[src/hw/rtl/ppr_pkg.sv]
// ppr_pkg: shared types and constants for the packed pixel to RGB888 core.
// Depends on nothing; imported by every module in hw/rtl.
package ppr_pkg;

    localparam int CFG_W  = 13;
    localparam int WORD_W = 32;
    localparam int CHAN_W = 8;
    localparam int SUM_W  = 27;

    typedef logic [1:0] fmt_t;
    localparam fmt_t FMT_YUYV   = 2'd0;
    localparam fmt_t FMT_UYVY   = 2'd1;
    localparam fmt_t FMT_RGB565 = 2'd2;

    typedef logic [1:0] reg_idx_t;
    localparam reg_idx_t REG_FORMAT = 2'd0;
    localparam reg_idx_t REG_WIDTH  = 2'd1;
    localparam reg_idx_t REG_HEIGHT = 2'd2;

    localparam fmt_t             RST_FORMAT = FMT_YUYV;
    localparam logic [CFG_W-1:0] RST_WIDTH  = 13'd1920;
    localparam logic [CFG_W-1:0] RST_HEIGHT = 13'd1080;

    // full range, Q16
    localparam logic signed [SUM_W-1:0] Q16_V_TO_R = 27'sd91881;
    localparam logic signed [SUM_W-1:0] Q16_U_TO_G = 27'sd22554;
    localparam logic signed [SUM_W-1:0] Q16_V_TO_G = 27'sd46802;
    localparam logic signed [SUM_W-1:0] Q16_U_TO_B = 27'sd116130;

    // BT.601 limited range, Q8
    localparam logic signed [SUM_W-1:0] Q8_Y     = 27'sd298;
    localparam logic signed [SUM_W-1:0] Q8_V_R   = 27'sd409;
    localparam logic signed [SUM_W-1:0] Q8_U_G   = 27'sd100;
    localparam logic signed [SUM_W-1:0] Q8_V_G   = 27'sd208;
    localparam logic signed [SUM_W-1:0] Q8_U_B   = 27'sd516;
    localparam logic signed [SUM_W-1:0] Q8_ROUND = 27'sd128;

    typedef struct packed {
        logic s1_load;
        logic s2_load;
    } ppr_ctl_t;

    typedef struct packed {
        logic [CHAN_W-1:0] red;
        logic [CHAN_W-1:0] green;
        logic [CHAN_W-1:0] blue;
    } rgb_t;

endpackage

[src/hw/rtl/ppr_lane.sv]
// ppr_lane: converts one pixel (YUV or RGB565) to RGB888 in two stages.
// Stage 1 registers the coefficient products, stage 2 sums and clamps.
// Depends on ppr_pkg.
module ppr_lane (
    input  logic                clk,
    input  ppr_pkg::ppr_ctl_t   ctl,
    input  ppr_pkg::fmt_t       fmt,
    input  logic [7:0]          y,
    input  logic [7:0]          u,
    input  logic [7:0]          v,
    input  logic [15:0]         p565,
    output ppr_pkg::rgb_t       rgb
);
    import ppr_pkg::*;

    logic signed [SUM_W-1:0] y_term_reg, r_term_reg, gu_term_reg, gv_term_reg, b_term_reg;
    logic signed [SUM_W-1:0] y_term_next, r_term_next, gu_term_next, gv_term_next, b_term_next;
    fmt_t                    fmt_reg;
    logic [15:0]             p565_reg;
    rgb_t                    rgb_reg, rgb_next;

    logic [8:0]              du9, dv9, yc9;
    logic signed [SUM_W-1:0] du, dv, yc;
    logic signed [SUM_W-1:0] r_sum, g_sum, b_sum;
    logic [4:0]              r5, b5;
    logic [5:0]              g6;

    function automatic logic [CHAN_W-1:0] clamp_chan(input logic signed [SUM_W-1:0] s,
                                                     input logic q16);
        logic [SUM_W-1:0] sh;
        logic [CHAN_W-1:0] res;
        sh = q16 ? (SUM_W)'($unsigned(s) >> 16) : (SUM_W)'($unsigned(s) >> 8);
        if (s < 0)
        begin
            res = '0;
        end
        else if (sh > (SUM_W)'(255))
        begin
            res = 8'hFF;
        end
        else
        begin
            res = sh[CHAN_W-1:0];
        end
        return res;
    endfunction

    always_comb
    begin
        du9 = {1'b0, u} - 9'd128;
        dv9 = {1'b0, v} - 9'd128;
        yc9 = {1'b0, y} - 9'd16;
        du  = {{(SUM_W-9){du9[8]}}, du9};
        dv  = {{(SUM_W-9){dv9[8]}}, dv9};
        yc  = {{(SUM_W-9){yc9[8]}}, yc9};
        y_term_next  = '0;
        r_term_next  = '0;
        gu_term_next = '0;
        gv_term_next = '0;
        b_term_next  = '0;
        case (fmt)
            FMT_YUYV:
            begin
                y_term_next  = {3'b000, y, 16'h0000};
                r_term_next  = dv * Q16_V_TO_R;
                gu_term_next = -(du * Q16_U_TO_G);
                gv_term_next = -(dv * Q16_V_TO_G);
                b_term_next  = du * Q16_U_TO_B;
            end
            FMT_UYVY:
            begin
                y_term_next  = yc * Q8_Y + Q8_ROUND;
                r_term_next  = dv * Q8_V_R;
                gu_term_next = -(du * Q8_U_G);
                gv_term_next = -(dv * Q8_V_G);
                b_term_next  = du * Q8_U_B;
            end
            default:
            begin
            end
        endcase
    end

    always_ff @(posedge clk)
    begin
        if (ctl.s1_load)
        begin
            y_term_reg  <= y_term_next;
            r_term_reg  <= r_term_next;
            gu_term_reg <= gu_term_next;
            gv_term_reg <= gv_term_next;
            b_term_reg  <= b_term_next;
            fmt_reg     <= fmt;
            p565_reg    <= p565;
        end
    end

    always_comb
    begin
        r_sum = y_term_reg + r_term_reg;
        g_sum = y_term_reg + gu_term_reg + gv_term_reg;
        b_sum = y_term_reg + b_term_reg;
        r5 = p565_reg[15:11];
        g6 = p565_reg[10:5];
        b5 = p565_reg[4:0];
        case (fmt_reg)
            FMT_YUYV:
            begin
                rgb_next.red   = clamp_chan(r_sum, 1'b1);
                rgb_next.green = clamp_chan(g_sum, 1'b1);
                rgb_next.blue  = clamp_chan(b_sum, 1'b1);
            end
            FMT_UYVY:
            begin
                rgb_next.red   = clamp_chan(r_sum, 1'b0);
                rgb_next.green = clamp_chan(g_sum, 1'b0);
                rgb_next.blue  = clamp_chan(b_sum, 1'b0);
            end
            FMT_RGB565:
            begin
                rgb_next.red   = {r5, r5[4:2]};
                rgb_next.green = {g6, g6[5:4]};
                rgb_next.blue  = {b5, b5[4:2]};
            end
            default:
            begin
                rgb_next = '0;
            end
        endcase
    end

    always_ff @(posedge clk)
    begin
        if (ctl.s2_load)
        begin
            rgb_reg <= rgb_next;
        end
    end

    assign rgb = rgb_reg;

endmodule

[src/hw/rtl/ppr_frame_ctr.sv]
// ppr_frame_ctr: pair column and line row counters with end-of-line/frame flags.
// Limits are saturated to the supported range. Depends on ppr_pkg.
module ppr_frame_ctr #(
    parameter int MAX_WIDTH  = 4096,
    parameter int MAX_HEIGHT = 4096
) (
    input  logic                      clk,
    input  logic                      rst_n,
    input  logic                      advance,
    input  logic [ppr_pkg::CFG_W-1:0] frame_width,
    input  logic [ppr_pkg::CFG_W-1:0] frame_height,
    output logic                      end_of_line,
    output logic                      end_of_frame
);
    import ppr_pkg::*;

    localparam int COL_W = (MAX_WIDTH / 2 > 1) ? $clog2(MAX_WIDTH / 2) : 1;
    localparam int ROW_W = (MAX_HEIGHT > 1) ? $clog2(MAX_HEIGHT) : 1;
    localparam int LIM_W = CFG_W + 1;
    localparam logic [LIM_W-1:0] MAX_W = LIM_W'(MAX_WIDTH);
    localparam logic [LIM_W-1:0] MAX_H = LIM_W'(MAX_HEIGHT);

    logic [COL_W-1:0] pair_column_reg, pair_column_next;
    logic [ROW_W-1:0] line_row_reg, line_row_next;
    logic [LIM_W-1:0] width_use, height_use, pairs;
    logic [LIM_W-1:0] col_inc, row_inc;

    always_comb
    begin
        width_use = {1'b0, frame_width};
        if (width_use < LIM_W'(2))
        begin
            width_use = LIM_W'(2);
        end
        else if (width_use > MAX_W)
        begin
            width_use = MAX_W;
        end
        height_use = {1'b0, frame_height};
        if (height_use < LIM_W'(1))
        begin
            height_use = LIM_W'(1);
        end
        else if (height_use > MAX_H)
        begin
            height_use = MAX_H;
        end
        pairs   = width_use >> 1;
        col_inc = LIM_W'(pair_column_reg) + LIM_W'(1);
        row_inc = LIM_W'(line_row_reg) + LIM_W'(1);

        end_of_line  = (col_inc >= pairs);
        end_of_frame = end_of_line && (row_inc >= height_use);

        pair_column_next = pair_column_reg;
        line_row_next    = line_row_reg;
        if (advance)
        begin
            if (end_of_line)
            begin
                pair_column_next = '0;
                line_row_next    = end_of_frame ? '0 : row_inc[ROW_W-1:0];
            end
            else
            begin
                pair_column_next = col_inc[COL_W-1:0];
            end
        end
    end

    always_ff @(posedge clk or negedge rst_n)
    begin
        if (!rst_n)
        begin
            pair_column_reg <= '0;
            line_row_reg    <= '0;
        end
        else
        begin
            pair_column_reg <= pair_column_next;
            line_row_reg    <= line_row_next;
        end
    end

endmodule

[src/hw/rtl/packed_pixel_to_rgb888_core.sv]
// packed_pixel_to_rgb888_core: top level, two conversion lanes, counters,
// configuration registers and pipeline control. Depends on ppr_pkg,
// ppr_lane and ppr_frame_ctr.
//
// Usage:
//  - Input channel data_valid/data_ready carries one 32-bit word per beat,
//    two pixels (YUYV, UYVY or two RGB565). Output channel pixel_valid/
//    pixel_ready carries two RGB888 pixels plus end_of_line/end_of_frame.
//  - Configuration: cfg_write with cfg_index (0 format, 1 width, 2 height)
//    and cfg_data; write only while the pipeline is empty.
//  - pixel_valid rises once the input beat has passed both registered
//    stages; throughput is one beat per cycle while pixel_ready stays
//    high. Each lane holds two registered stages (products, then
//    sum and clamp), and the second stage is the output register.
//  - When the receiver stalls, the input side keeps accepting until both
//    stages are full; bubbles collapse, so data_ready drops only then.
//  - Reset clears the stage valid bits and the line/frame counters and
//    loads format YUYV, width 1920, height 1080.
module packed_pixel_to_rgb888_core #(
    parameter int MAX_WIDTH  = 4096,
    parameter int MAX_HEIGHT = 4096
) (
    input  logic                       clk,
    input  logic                       rst_n,
    input  logic                       cfg_write,
    input  ppr_pkg::reg_idx_t          cfg_index,
    input  logic [ppr_pkg::CFG_W-1:0]  cfg_data,
    input  logic                       data_valid,
    output logic                       data_ready,
    input  logic [ppr_pkg::WORD_W-1:0] data_word,
    output logic                       pixel_valid,
    input  logic                       pixel_ready,
    output logic [7:0]                 red_first,
    output logic [7:0]                 green_first,
    output logic [7:0]                 blue_first,
    output logic [7:0]                 red_second,
    output logic [7:0]                 green_second,
    output logic [7:0]                 blue_second,
    output logic                       end_of_line,
    output logic                       end_of_frame
);
    import ppr_pkg::*;

    fmt_t             pixel_format_reg;
    logic [CFG_W-1:0] frame_width_reg, frame_height_reg;
    logic             s1_valid_reg, s2_valid_reg;
    logic             s1_valid_next, s2_valid_next;
    logic [1:0]       s1_flags_reg, s2_flags_reg;
    logic             eol, eof;
    ppr_ctl_t         ctl;
    logic [7:0]       y0, y1, uu, vv;
    rgb_t             rgb_a, rgb_b;

    always_ff @(posedge clk or negedge rst_n)
    begin
        if (!rst_n)
        begin
            pixel_format_reg <= RST_FORMAT;
            frame_width_reg  <= RST_WIDTH;
            frame_height_reg <= RST_HEIGHT;
        end
        else if (cfg_write)
        begin
            unique case (cfg_index)
                REG_FORMAT: pixel_format_reg <= cfg_data[1:0];
                REG_WIDTH:  frame_width_reg  <= cfg_data;
                REG_HEIGHT: frame_height_reg <= cfg_data;
                default:
                begin
                end
            endcase
        end
    end

    always_comb
    begin
        ctl.s2_load   = s1_valid_reg && (!s2_valid_reg || pixel_ready);
        data_ready    = !s1_valid_reg || ctl.s2_load;
        ctl.s1_load   = data_valid && data_ready;
        s1_valid_next = ctl.s1_load ? 1'b1 : (ctl.s2_load ? 1'b0 : s1_valid_reg);
        s2_valid_next = ctl.s2_load ? 1'b1 : (pixel_ready ? 1'b0 : s2_valid_reg);
    end

    always_ff @(posedge clk or negedge rst_n)
    begin
        if (!rst_n)
        begin
            s1_valid_reg <= 1'b0;
            s2_valid_reg <= 1'b0;
        end
        else
        begin
            s1_valid_reg <= s1_valid_next;
            s2_valid_reg <= s2_valid_next;
        end
    end

    always_ff @(posedge clk)
    begin
        if (ctl.s1_load)
        begin
            s1_flags_reg <= {eof, eol};
        end
        if (ctl.s2_load)
        begin
            s2_flags_reg <= s1_flags_reg;
        end
    end

    ppr_frame_ctr #(
        .MAX_WIDTH  (MAX_WIDTH),
        .MAX_HEIGHT (MAX_HEIGHT)
    ) u_frame_ctr (
        .clk          (clk),
        .rst_n        (rst_n),
        .advance      (ctl.s1_load),
        .frame_width  (frame_width_reg),
        .frame_height (frame_height_reg),
        .end_of_line  (eol),
        .end_of_frame (eof)
    );

    // byte order: YUYV = Y0 U Y1 V, UYVY = U Y0 V Y1
    always_comb
    begin
        if (pixel_format_reg == FMT_UYVY)
        begin
            uu = data_word[7:0];
            y0 = data_word[15:8];
            vv = data_word[23:16];
            y1 = data_word[31:24];
        end
        else
        begin
            y0 = data_word[7:0];
            uu = data_word[15:8];
            y1 = data_word[23:16];
            vv = data_word[31:24];
        end
    end

    ppr_lane u_lane_first (
        .clk  (clk),
        .ctl  (ctl),
        .fmt  (pixel_format_reg),
        .y    (y0),
        .u    (uu),
        .v    (vv),
        .p565 (data_word[15:0]),
        .rgb  (rgb_a)
    );

    ppr_lane u_lane_second (
        .clk  (clk),
        .ctl  (ctl),
        .fmt  (pixel_format_reg),
        .y    (y1),
        .u    (uu),
        .v    (vv),
        .p565 (data_word[31:16]),
        .rgb  (rgb_b)
    );

    assign pixel_valid  = s2_valid_reg;
    assign red_first    = rgb_a.red;
    assign green_first  = rgb_a.green;
    assign blue_first   = rgb_a.blue;
    assign red_second   = rgb_b.red;
    assign green_second = rgb_b.green;
    assign blue_second  = rgb_b.blue;
    assign end_of_line  = s2_flags_reg[0];
    assign end_of_frame = s2_flags_reg[1];

endmodule

[config.mk]
export PLATFORM = sky130hd
export DESIGN_NAME = packed_pixel_to_rgb888_core
export DESIGN_NICKNAME = d
export VERILOG_FILES = /design/src/hw/rtl/ppr_pkg.sv /design/src/hw/rtl/ppr_lane.sv /design/src/hw/rtl/ppr_frame_ctr.sv /design/src/hw/rtl/packed_pixel_to_rgb888_core.sv
export SDC_FILE = /design/constraint.sdc
export NUM_CORES = 2
export LEC_CHECK = 0
export BUFFER_PORTS_ARGS = -buffer_cell sky130_fd_sc_hd__buf_2
export CORE_AREA = 4 4 301 303
export CTS_CLUSTER_DIAMETER = 60
export DETAILED_ROUTE_END_ITERATION = 6
export DIE_AREA = 0 0 305 307
export PLACE_DENSITY_LB_ADDON = 0.3
export SLEW_MARGIN = 10
export SYNTH_ARGS = -nofsm -noshare
export SYNTH_HDL_FRONTEND = slang
export SYNTH_SLANG_ARGS = --single-unit
export TNS_END_PERCENT = 1
[constraint.sdc]
create_clock -name clk -period 6.89 [get_ports clk]
set_clock_uncertainty 0.1 [all_clocks]
set_input_delay 2.067 -clock clk [delete_from_list [all_inputs] [get_ports clk]]
set_output_delay 2.067 -clock clk [all_outputs]
set_load 0.005 [all_outputs]
==> results.txt <==
worst-path cell with the longest stage delay -> sky130_fd_sc_hd__or4_4
CTS Root Buffer Type -> sky130_fd_sc_hd__clkbuf_16
core region area -> 0.08797 mm²
global-route wire length before repair -> 172100 µm
Final Routed Wirelength -> 114200 µm
global placer's final weighted congestion -> 0.9940
worst-path cell chain -> buf_2 > nand2_2 > a21boi_4 > buf_4 > buf_4 > ha_4 > buf_4 > ha_1 > ha_1 > ha_1 > ha_1 > ha_2 > fa_2 > xor2_1 > or4_4 > or2_4 > nor2_4 > nand2_2 > nor3_4 > nor2b_4 > or4b_4 > xnor2_2 > o21ai_0
setup repair after global routing missed its margin -> true
proportion of layout cells with a drive suffix above 1 -> 21.19%
Routed wire per std cell -> 20.80 µm
relative slew slack -> 24.16%
data required time at the worst endpoint -> 7.07 ns
largest area contributor in the netlist -> sky130_fd_sc_hd__ha_1
fraction of synthesized cell area taken by the top area cell type -> 21.84%
arrival time of data at the critical path endpoint -> 6.98 ns
post-synthesis net count -> 4527
buffer depth of the longest clock path -> 3
vias after detailed routing -> 29740
1st-pass router iterations -> 5
number of buffers and inverters on the critical path -> 4
area added between synthesis and finish -> 22.72%
post-DP HPWL -> 95690 µm
flip-flop and latch count after synthesis -> 294
number of antenna violations at the first check in global routing -> 2
Ys Warns -> 0
Setup Viol. Count Final -> 0
max-cap viol count -> 0
Post-DP Area -> 0.04083 mm²
proportion of synthesized chip area in sequential cells -> 24.49%
capture point of the worst reg-to-reg path -> u_lane_first.gv_term_reg[21]$_SDFFCE_PN0P_
number of antenna diodes -> 0
endpoint of the worst hold-timing path -> s2_flags_reg[1]$_DFFE_PP_
Worst-Skew Late Latency -> 0.58 ns
vias in the first global route -> 28780
kind of path behind the tightest hold check -> reg -> reg
Avg Inst Size Synth -> 9.506 µm²
CTS Buf Count -> 39
floorplan die area -> 0.09364 mm²
fraction of registers with async set or reset after synthesis -> 18.03%
delay contributed by the slowest stage of the critical path -> 0.49 ns
setup slack, reg-to-reg -> 0.41 ns
sort of element at the start of the critical path -> input pin
number of enable flip-flop cells after synthesis -> 241
min-delay src -> s1_flags_reg[1]$_DFFE_PP_
Cell variety after synth -> 88
DIE WIDTH -> 305 µm
setup slack after placement -> -1.054 ns
highest attainable clock frequency -> 0.1469 GHz
number of cells on the worst hold path -> 0
final count of pins violating max slew -> 0
cell area after layout -> 0.04295 mm²
Worst Tran Pin Value -> 1.123 ns
run status -> finished, final reports clean
CP Capture Type -> register
combined area of the multi-input logic cells -> 0.02539 mm²
fin worst setup slack -> 0.08374 ns
number of cells traversed by the worst register-to-register path -> 23
final-layout worst hold slack -> 0.3213 ns
Final Hold Fails -> 0
residual antenna-violating net count after detailed routing -> 0
global router's overall resource usage -> 23.81%
critical register-to-register path startpoint -> pixel_format_reg[1]$_DFFE_PN0P_
FILL cells -> 8220
final period demand of the worst path -> 6.806 ns
H-Tree Depth -> 2
via-per-instance ratio -> 5.415
remaining design rule violation count -> 0
Clock transition at path regs -> 0.06 ns
largest cells by area after synthesis -> sky130_fd_sc_hd__ha_1 (22%), sky130_fd_sc_hd__edfxtp_1 (21%), sky130_fd_sc_hd__fa_1 (10%), sky130_fd_sc_hd__xnor2_1 (5.0%), sky130_fd_sc_hd__inv_1 (4.2%)
combined area of all synthesized cells -> 0.03500 mm²
share of the clock period used by the worst path after layout -> 98.78%
CTS tree -> yes
initial core utilization -> 39.79%
most frequently used cell type in the post-synthesis netlist -> sky130_fd_sc_hd__ha_1
cell count after synthesis -> 3682
top cell types by occurrence after synthesis -> sky130_fd_sc_hd__ha_1 (611), sky130_fd_sc_hd__inv_1 (387), sky130_fd_sc_hd__nand2_1 (275)
Total Nets Final -> 5142
critical path type -> in -> reg
die height -> 307 µm
most frequent cell on the critical path -> sky130_fd_sc_hd__ha_1
gate family responsible for the most delay along the worst path -> adder cells
remaining global-route overflow -> 0
Max Fanout on Critical Path -> 5
I/O pins -> 104
commonest register cell after synthesis -> sky130_fd_sc_hd__edfxtp_1
accumulated negative setup slack -> 0 ns
FF/Latch Area -> 0.008576 mm²
Buffers on Ports -> 103
clk sink count -> 294
number of design-rule violations left by the first detailed-router iteration -> 2152
number of placement rows -> 109
pin count of the biggest net entering global routing -> 106
-- worst max path at each step --
stage	endpoint	from	cells past startpoint
floorplan	u_lane_first.gv_term_reg[21]$_SDFFCE_PN0P_	data_word[23]	25
global placement	u_lane_first.gu_term_reg[22]$_SDFFCE_PN0P_	data_word[9]	25
detailed placement	u_lane_first.b_term_reg[21]$_SDFFCE_PN0P_	data_word[9]	21
CTS	u_lane_first.gv_term_reg[21]$_SDFFCE_PN0P_	data_word[16]	22
global route	u_lane_first.gv_term_reg[21]$_SDFFCE_PN0P_	data_word[25]	22
finish	u_lane_first.gv_term_reg[21]$_SDFFCE_PN0P_	data_word[16]	23
-- repair_timing --
| action | 4_1_cts | 5_1_grt |
|---|---|---|
| resized for setup | 42 | 122 |
| hold buffers | 0 | 0 |
| buffers inserted | 1 | 7 |
| pin swaps | 8 | 57 |
| setup endpoints to repair | 57 | 68 |
-- area by class of cell --
type / instances / share of cell area [%]
inverter: 389 / 3.431
clock buffer: 47 / 2.441
multi-input combinational: 2926 / 59.12
timing repair buffer: 647 / 10.89
sequential: 294 / 19.96
tap: 1165 / 3.393
clock inverter: 25 / 0.7632
-- stage by stage --
| stage | util, % | cells |
|---|---|---|
| floorplan | - | 3682 |
| CTS | 48.17 | 5486 |
| global placement | 46.41 | 5414 |
| global route | 48.83 | 5493 |
| detailed placement | 46.41 | 5414 |
| finish | 48.83 | 5493 |
-- cell usage in the layout, fill, tap and decap left out, drive strengths merged, types with 36 or more instances in the layout --
| master | count |
|---|---|
| nor2 | 208 |
| a211oi | 36 |
| ha | 611 |
| nor2b | 39 |
| buf | 647 |
| a21o | 115 |
| nand3 | 75 |
| nor3 | 70 |
| a21oi | 213 |
| xnor2 | 198 |
| xor2 | 135 |
| fa | 182 |
| and2 | 55 |
| nand2b | 41 |
| edfxtp | 241 |
| nand2 | 275 |
| inv | 393 |
| dfrtp | 45 |
| clkbuf | 47 |
| mux2i | 36 |
| o21ai | 175 |
-- cells by family after synthesis --
family	count (synthesis)	synth area share (%)
adders and majority gates	793	32.25
DFF	294	24.49
buffers and inverters	462	4.958
xor gates and xnor gates	333	8.333
AOI/OAI and AO/OA	803	14.92
and+or+nand+nor	928	12.94
muxes	69	2.102
-- routing by layer --
metal	vias up	GRT usage, %	wire length [µm]
li1	14340	-	-
met1	14310	33.93	52500
met2	920	37.59	49870
met3	182	3.678	8070
met4	0	6.813	3804
met5	-	0	0
Power is not shown: default switching activity piles up to over one toggle a cycle in this logic, so the estimate is an artifact.
